$ cat src/hdl/ahbs_pkg.sv
// Shared types and constants of the approximate histogram best-split unit.
package ahbs_pkg;

    localparam int LEVEL_CAP      = 8;
    localparam int DEF_MAX_LEVELS = 8;
    localparam int DEF_MAX_KEPT   = 64;
    localparam int DEF_MAX_ITEMS  = 65536;

    localparam int CFG_IDX_W  = 2;
    localparam int CFG_DATA_W = 16;

    localparam logic [CFG_IDX_W-1:0] CFG_MAX_LEVELS   = 2'd0;
    localparam logic [CFG_IDX_W-1:0] CFG_EPS_FRACTION = 2'd1;

    localparam logic [3:0]  MAX_LEVELS_RST = 4'd5;
    localparam logic [15:0] EPS_RST        = 16'd6554;

    localparam int SUM_W = 48;
    localparam int SQ_W  = 63;
    localparam int PTS_W = 33;
    localparam int ERR_W = 64;

    typedef struct packed {
        logic signed [15:0] value;
        logic [15:0]        weight;
        logic               final_item;
    } in_item_t;

    typedef struct packed {
        logic [3:0]  best_count;
        logic [16:0] variance_drop;
        logic [15:0] bucket_start;
        logic        start_valid;
        logic        list_overflow;
        logic        run_end;
    } out_item_t;

    typedef struct packed {
        logic             start;
        logic [SUM_W-1:0] sum;
        logic [SQ_W-1:0]  sq;
        logic [PTS_W-1:0] pts;
    } err_req_t;

    typedef struct packed {
        logic             busy;
        logic             done;
        logic [ERR_W-1:0] err;
    } err_rsp_t;

endpackage

$ cat src/hdl/ahbs_err_unit.sv
// Run error unit: sq - floor(sum^2 / pts), 24-bit partial products, bit-serial divide.
module ahbs_err_unit (
    input  logic               aclk,
    input  logic               aresetn,
    input  ahbs_pkg::err_req_t req,
    output ahbs_pkg::err_rsp_t rsp
);
    import ahbs_pkg::*;

    typedef enum logic [2:0] {E_IDLE, E_MUL, E_CHK, E_DIV, E_FIN} estate_t;

    estate_t          state_reg;
    logic [1:0]       step_reg;
    logic [5:0]       cnt_reg;
    logic [47:0]      mag_reg;
    logic [SQ_W-1:0]  sq_reg;
    logic [PTS_W-1:0] pts_reg;
    logic [95:0]      acc_reg;
    logic [PTS_W-1:0] rem_reg;
    logic             done_reg;
    logic [ERR_W-1:0] err_reg;

    logic [47:0]      mag_in;
    logic [23:0]      mul_x, mul_y;
    logic [47:0]      pp;
    logic [PTS_W:0]   rt;
    logic             ge;
    logic [ERR_W:0]   sq_ext;

    assign mag_in = req.sum[SUM_W-1] ? (48'd0 - req.sum) : req.sum;

    always_comb begin
        mul_x = mag_reg[23:0];
        mul_y = mag_reg[23:0];
        case (step_reg)
            2'd1:    mul_x = mag_reg[47:24];
            2'd2: begin
                mul_x = mag_reg[47:24];
                mul_y = mag_reg[47:24];
            end
            default: mul_x = mag_reg[23:0];
        endcase
        pp = mul_x * mul_y;
        rt = {rem_reg, acc_reg[63]};
        ge = rt >= {1'b0, pts_reg};
        sq_ext = {2'b0, sq_reg};
    end

    always_ff @(posedge aclk) begin
        if (!aresetn) begin
            state_reg <= E_IDLE;
            done_reg  <= 1'b0;
        end else begin
            done_reg <= 1'b0;
            unique case (state_reg)
                E_IDLE: begin
                    if (req.start) begin
                        mag_reg  <= mag_in;
                        sq_reg   <= req.sq;
                        pts_reg  <= req.pts;
                        step_reg <= 2'd0;
                        if (req.pts == '0) begin
                            acc_reg   <= '0;
                            state_reg <= E_FIN;
                        end else begin
                            state_reg <= E_MUL;
                        end
                    end
                end
                E_MUL: begin
                    // a0*a0 + 2*a1*a0<<24 + a1*a1<<48
                    case (step_reg)
                        2'd0:    acc_reg <= 96'(pp);
                        2'd1:    acc_reg <= acc_reg + (96'(pp) << 25);
                        default: acc_reg <= acc_reg + (96'(pp) << 48);
                    endcase
                    step_reg <= step_reg + 2'd1;
                    if (step_reg == 2'd2) state_reg <= E_CHK;
                end
                E_CHK: begin
                    if ({1'b0, acc_reg[95:64]} >= pts_reg) begin
                        acc_reg[63:0] <= '1;   // quotient saturates
                        state_reg     <= E_FIN;
                    end else begin
                        rem_reg   <= {1'b0, acc_reg[95:64]};
                        cnt_reg   <= '0;
                        state_reg <= E_DIV;
                    end
                end
                E_DIV: begin
                    rem_reg       <= ge ? PTS_W'(rt - {1'b0, pts_reg}) : rt[PTS_W-1:0];
                    acc_reg[63:0] <= {acc_reg[62:0], ge};
                    cnt_reg       <= cnt_reg + 6'd1;
                    if (cnt_reg == 6'd63) state_reg <= E_FIN;
                end
                E_FIN: begin
                    err_reg   <= (sq_ext > {1'b0, acc_reg[63:0]})
                                 ? ERR_W'(sq_ext - {1'b0, acc_reg[63:0]}) : '0;
                    done_reg  <= 1'b1;
                    state_reg <= E_IDLE;
                end
                default: state_reg <= E_IDLE;
            endcase
        end
    end

    assign rsp.busy = (state_reg != E_IDLE);
    assign rsp.done = done_reg;
    assign rsp.err  = err_reg;

    a_done_pulse: assert property (@(posedge aclk) disable iff (!aresetn)
        rsp.done |=> !rsp.done) else $error("done held longer than one cycle");
    a_start_busy: assert property (@(posedge aclk) disable iff (!aresetn)
        (req.start && !rsp.busy) |=> rsp.busy) else $error("start not taken");
    a_done_idle: assert property (@(posedge aclk) disable iff (!aresetn)
        rsp.done |-> !rsp.busy) else $error("done while busy");

endmodule

$ cat config.mk
export PLATFORM = sky130hd
export DESIGN_NAME = ahbs_err_unit
export DESIGN_NICKNAME = d
export VERILOG_FILES = /design/src/hdl/ahbs_pkg.sv /design/src/hdl/ahbs_err_unit.sv
export SDC_FILE = /design/constraint.sdc
export NUM_CORES = 2
export LEC_CHECK = 0
export ABC_CLOCK_PERIOD_IN_PS = 10600
export BUFFER_PORTS_ARGS = -buffer_cell sky130_fd_sc_hd__buf_2
export CAP_MARGIN = 5
export CORE_UTILIZATION = 55
export CTS_BUF_LIST = sky130_fd_sc_hd__clkbuf_4 sky130_fd_sc_hd__clkbuf_8
export DETAILED_ROUTE_END_ITERATION = 6
export PLACE_DENSITY = 0.74
export SYNTH_ARGS = -nofsm -noshare
export SYNTH_HDL_FRONTEND = slang
export SYNTH_SLANG_ARGS = --single-unit
$ cat constraint.sdc
create_clock -name aclk -period 10.6 [get_ports aclk]
set_clock_uncertainty 0.1 [all_clocks]
set_input_delay 0.53 -clock aclk [delete_from_list [all_inputs] [get_ports aclk]]
set_output_delay 0.53 -clock aclk [all_outputs]
set_load 0.01 [all_outputs]
Yosys cells after proc, flatten, opt, wreduce, memory -nomap -nowiden

Cells that the tools add are included.

Bits in registers: 349
Bits in latches: 0
RAM bits: 0
Bits in read-only memories: 0
Input port bits: 147
Logic and storage cells: 74
Memories: 0

Add/sub/neg operators: 7
Multiply operators: 1
Div/mod/pow operators: 0
Order comparisons: 3
Equality and inequality tests: 13
Shift operators: 0
Mux-type cells: 23
Bitwise operators: 0
Reductions and logical operators: 15

Operators by type and width:

| operator                                                             | number |
|---|---|
| 64-bit case mux with 4 select lines                                  | 1 |
| 96-bit 2-to-1 mux                                                    | 2 |
| 96-bit case mux with 2 select lines                                  | 1 |
| 96-bit by 73-bit adder with 96-bit output                            | 1 |
| 96-bit adder                                                         | 1 |
| 33-bit 2-to-1 mux                                                    | 2 |
| 33-bit case mux with 2 select lines                                  | 1 |
| 63-bit by 64-bit > comparator with 1-bit output                      | 1 |
| 64-bit 2-to-1 mux                                                    | 1 |
| 32-bit case mux with 2 select lines                                  | 1 |
| 63-bit by 64-bit subtractor with 64-bit output                       | 1 |
| 24-bit by 24-bit multiplier with 48-bit output                       | 1 |
| 24-bit 2-to-1 mux                                                    | 2 |
| 1-bit by 48-bit subtractor with 48-bit output (first input constant) | 1 |
| 47-bit 2-to-1 mux                                                    | 1 |
| 34-bit by 33-bit greater-or-equal comparator with 1-bit output       | 1 |
| 32-bit by 33-bit greater-or-equal comparator with 1-bit output       | 1 |
| 33-bit logical NOT                                                   | 1 |
| 33-bit subtractor                                                    | 1 |
| 3-bit 2-to-1 mux                                                     | 5 |
| 2-bit inequality test (second input constant)                        | 6 |
| 3-bit case mux with 4 select lines                                   | 1 |
| 6-bit case mux with 2 select lines                                   | 1 |
| 3-bit AND reduction                                                  | 4 |
| 21 further kinds                                                     | 23 |

Depth between registers and ports, before layout

Depth in word-level cells: 7
Gate-level depth with buffers: 48
Mapped depth without buffers: 43

Least setup slack after synthesis

No wires, ideal clock.

Path type: register -> register
Start point: register step_reg[0]
End point: register acc_reg[84], data pin
Library setup time: 0.271 ns
Arrival time: 10.396 ns
Required time: 10.229 ns
Setup slack: -0.168 ns
Cell stages (with the launch flop): 47
Buffers on the path: 7
Path through: edfxtp_1 -> inv_1 -> ha_1 -> clkbuf_1 -> clkbuf_1 -> clkbuf_1 -> mux2i_1 -> clkbuf_1 -> nor2_1 -> fa_1 -> fa_1 -> inv_1 -> fa_1 -> fa_1 -> inv_1 -> fa_1 -> fa_1 -> inv_1 -> (+11 left out) -> nand2_1 -> a21oi_1 -> o21bai_1 -> xor2_1 -> ha_1 -> clkbuf_1 -> a21o_1 -> a21o_1 -> a21oi_1 -> inv_1 -> o22ai_1 -> o21ai_0 -> a211oi_1 -> o31ai_1 -> clkbuf_1 -> nand4_1 -> xor2_1 -> o22ai_1

Word-level cells in the longest chain between the ends: 7
Elaborated cells between the ends (all ways): 11
Classes of those cells: add/sub: 2; mul: 1; eq/ne: 2; mux: 4; reduce/logical: 2

Ends and longest elaborated chain:

| item                                                                      | RTL line                                 | RTL |
|---|---|---|
| start, declared                                                           | ahbs_err_unit.sv:13                      | `logic [1:0] step_reg;` |
| start signal, assigned                                                    | ahbs_err_unit.sv:77                      | `step_reg <= step_reg + 2'd1;` |
| 2-bit == test or 2-bit by 1-bit == test with 1-bit output (tied branches) | ahbs_err_unit.sv:35, ahbs_err_unit.sv:72 |  |
| 2-bit OR reduction (no line)                                              | --                                       |  |
| 24-bit 2-to-1 mux                                                         | ahbs_err_unit.sv:35                      | `case (step_reg)` |
| 24-bit by 24-bit multiplier with 48-bit output                            | ahbs_err_unit.sv:43                      | `pp = mul_x * mul_y;` |
| 96-bit adder or 96-bit by 73-bit adder with 96-bit output (tied branches) | ahbs_err_unit.sv:75, ahbs_err_unit.sv:74 |  |
| 96-bit case mux with 2 select lines (*)                                   | ahbs_err_unit.sv:72                      | `case (step_reg)` |
| 32-bit case mux with 2 select lines (*)                                   | ahbs_err_unit.sv:55                      | `unique case (state_reg)` |
| end signal, assigned                                                      | ahbs_err_unit.sv:73                      | `2'd0: acc_reg <= 96'(pp);` |
| end signal, assigned                                                      | ahbs_err_unit.sv:74                      | `2'd1: acc_reg <= acc_reg + (96'(pp) << 25);` |
| end signal, assigned                                                      | ahbs_err_unit.sv:75                      | `default: acc_reg <= acc_reg + (96'(pp) << 48);` |
| end, declared                                                             | ahbs_err_unit.sv:18                      | `logic [95:0] acc_reg;` |

Mark *: on every way between the ends. The rest lies on a longest branch, timed or not.
A chain may end at the register's enable or synchronous reset.

Final worst setup path

Ends and elaborated chain as after synthesis.

==> metrics.md <==
| Metric | Value |
|---|---|
| Synth cell types | `70` |
| Root Buffer | `clkbuf_8` |
| Mapped Area | `0.0450 mm2` |
| Proportion of layout cells with a drive suffix above 1 | `0.143` |
| F_max | `97.2 MHz` |
| Slew headroom | `0.297` |
| Initial antenna violation count | `4` |
| Final worst-path cycle share | `0.970` |
| RR Startpoint | `step_reg[0]` |
| Worst Hold Class | `input port to flop` |
| Worst Path Required | `10890 ps` |
| Hold depth | `2` |
| Critical path origin | `step_reg[0]` |
| Die area | `0.0829 mm2` |
| Crit path kind | `flop to flop` |
| Slew Viols, Final | `0` |
| Overflow after GRT | `0` |
| Crit path arrival time | `10570 ps` |
| Cell Area, Placed | `0.0490 mm2` |
| First-pass GRT wire length | `218 mm` |
| Setup ws final | `315 ps` |
| Worst min-delay path startpoint | `req[115]` |
| # clock sinks | `349` |
| Residual DRC | `100` |
| Final hold violation count | `0` |
| Post-Synth Adder-Cell Area | `0.329` |
| WHS Endpoint | `mag_reg[19]` |
| Run status | `complete, but fails checks` |
| I/O pin count | `213` |
| R2R Path End | `acc_reg[84]` |
| Post-synth top flop | `edfxtp_1` |
| Layout area overhead | `16.1%` |
| Mapped Cells | `4988` |
| Total track usage | `0.343` |
| Cts bufs inserted | `68` |
| Via count | `39000` |
| # setup viols final | `0` |
| Simple-Gate Fraction of Synth Area | `0.137` |
| Pre-Repair DR Iteration Count | `7` |
| Core Rows | `104` |
| Most common cell after layout, fill and taps aside | `inv_1` |
| Wire per inst | `21.6 um` |
| Final wirelength | `143 mm` |
| Yosys reg bits | `349` |
| Commonest cells after routing, fill and taps aside | `inv_1 (714), nand2_1 (531), nor2_1 (486), fa_1 (486), ha_1 (400)` |
| Synth Net Count | `6026` |
| Post-synthesis xor/xnor area fraction | `0.0563` |
| Internal reg-to-reg setup slack | `320 ps` |
| Dpl ws | `-207 ps` |
| Port bufs | `212` |
| Initial DRC count | `3525` |
| Syn_area_per_cell | `9.01 um2` |
| Number of synthesized flops with an enable pin | `345` |
| DRT antenna net count | `0` |
| Worst setup EP type | `flop` |
| Chip width | `288 um` |
| Fill count | `6677` |
| Initial Utilization | `0.557` |
| Max clock buf depth | `3` |
| Final instance area | `0.0522 mm2` |
| Final GP Congestion | `1.00` |
| Via density per instance | `5.91` |
| Failing checks | `DRC` |
| Nets | `6515` |
| H-tree Lvls | `3` |
| Main combinational cell family by area after synthesis | `adder cells` |
| Worst-Margin Slew | `1050 ps` |
| Final Critical Period | `10280 ps` |
| # placed instances | `6350` |
| Sequential share of the synthesized area | `0.232` |
| Maxcap violations | `0` |
| Synth Area in Compound Gates | `0.144` |
| Crit Path Max Fanout | `11` |
| Asr flop ratio synth | `0` |
| Synth warnings | `0` |
| Most numerous cell on the critical path | `fa_1` |
| Max reg flops | `96` |
| Clk_lat worst skew | `700 ps` |
| Multiplexer area fraction after synthesis | `0.0238` |
| Vias in the first global route | `38300` |
| Core footprint | `0.0807 mm2` |
| CTS tree | `done` |
| Slowest stage delay, CP | `550 ps` |
| Largest net degree at the start of global routing | `69` |
| Final Non-Filler Cells | `6594` |
| Final HPWL DP | `113 mm` |
| Worst setup SP type | `flop` |
| Cell count of the worst reg-to-reg path | `43` |
| Chip height | `288 um` |
| Worst-path clk slew | `60 ps` |
| Cell at the slowest stage of the critical path | `fa_1` |
[Yosys cell counts (5+ instances only)]
| master | n | area, um2 |
|---|---|---|
| a211oi_1 | 25 | 188 |
| a21boi_0 | 11 | 82.6 |
| a21o_1 | 168 | 1260 |
| a21oi_1 | 291 | 1460 |
| a221o_1 | 22 | 220 |
| a221oi_1 | 7 | 61.3 |
| a311oi_1 | 9 | 78.8 |
| a31o_2 | 7 | 61.3 |
| a31oi_1 | 30 | 188 |
| a41o_1 | 5 | 50.1 |
| a41oi_1 | 7 | 61.3 |
| and2_1 | 28 | 175 |
| and3_1 | 39 | 244 |
| and4_1 | 9 | 78.8 |
| clkbuf_1 | 210 | 788 |
| edfxtp_1 | 345 | 10400 |
| fa_1 | 486 | 9730 |
| ha_1 | 405 | 5070 |
| inv_1 | 716 | 2690 |
| mux2_2 | 46 | 518 |
| mux2i_1 | 55 | 551 |
| nand2_1 | 535 | 2010 |
| nand2b_1 | 38 | 238 |
| nand3_1 | 72 | 360 |
| nand4_1 | 61 | 382 |
| nor2_1 | 489 | 1840 |
| nor2b_1 | 35 | 219 |
| nor3_1 | 31 | 155 |
| nor3b_1 | 5 | 37.5 |
| nor4_1 | 12 | 75.1 |
| o211ai_1 | 15 | 113 |
| o21a_1 | 32 | 240 |
| o21ai_0 | 243 | 1220 |
| o21bai_1 | 38 | 285 |
| o221ai_1 | 13 | 114 |
| o22ai_1 | 33 | 206 |
| o31a_1 | 7 | 61.3 |
| o31ai_1 | 29 | 218 |
| o41ai_1 | 5 | 43.8 |
| or2_2 | 6 | 37.5 |
| or3_1 | 24 | 150 |
| or4_1 | 5 | 37.5 |
| xnor2_1 | 190 | 1660 |
| xor2_1 | 99 | 867 |
[logic make-up (layout without fill, tap and decap cells)]
| logic type | after synthesis | in the layout |
|---|---|---|
| simple gates | 1402 | 1402 |
| flops | 349 | 349 |
| compound gates | 1026 | 1026 |
| buf+inv | 930 | 1473 |
| other cells | 0 | 3 |
| xor+xnor | 289 | 289 |
| fa+ha+maj | 891 | 891 |
| mux | 101 | 101 |
[metal layers]
layer / track usage / wire length (um)
met3: 0.0683 / 13700
met2: 0.534 / 63900
met4: 0.160 / 7500
met1: 0.461 / 57400
met5: 0 / 13
[worst max path at each step]
stage	endpoint	slack (ps)
global route	acc_reg[91]	-150
finish	acc_reg[84]	320
detailed placement	acc_reg[80]	-210
global placement	acc_reg[80]	-150
floorplan	acc_reg[84]	60
CTS	acc_reg[91]	20
[timing repair]
action / in CTS / in global routing
cloned: 0 / 1
setup buffers: 0 / 18
endpoints found under the hold margin: 98 / 0
hold buffers: 98 / 0
gates resized for setup: 17 / 114
pin swaps: 0 / 13
setup endpoints to repair: 25 / 35
[stage by stage]
step                hold slack, ps  TNS, ps  utilization
global placement               456    -1030        0.607
CTS                          0.288        0        0.638
detailed placement             463    -2710        0.607
finish                        46.6        0        0.647
floorplan                      437        0            -
global route                  22.2    -2020        0.647
[critical path: cells and delay by family, from the launching register on]
| family | cells | cell delay (ps) |
|---|---|---|
| adder cells (fa/ha/maj) | 10 | 4450 |
| AO/OA/AOI/OAI | 15 | 2620 |
| buffers and inverters | 9 | 860 |
| AND/OR/NAND/NOR | 6 | 690 |
| XOR/XNOR | 2 | 450 |
| flip-flops | 1 | 430 |
| multiplexers | 1 | 320 |
[layout make-up]
cell class                      instances  area [um2]  share of cell area
Clock inverter                         42         370             0.00710
Multi-Input combinational cell       3709       31600               0.606
Clock buffer                           82        1050              0.0201
Inverter                              716        2690              0.0515
Tap cell                             1060        1330              0.0254
Antenna cell                            3        7.51            0.000144
Timing Repair Buffer                  633        4670              0.0895
Sequential cell                       349       10400               0.200
Power is not shown: default switching activity piles up to over one toggle a cycle in this logic, so the estimate is an artifact.
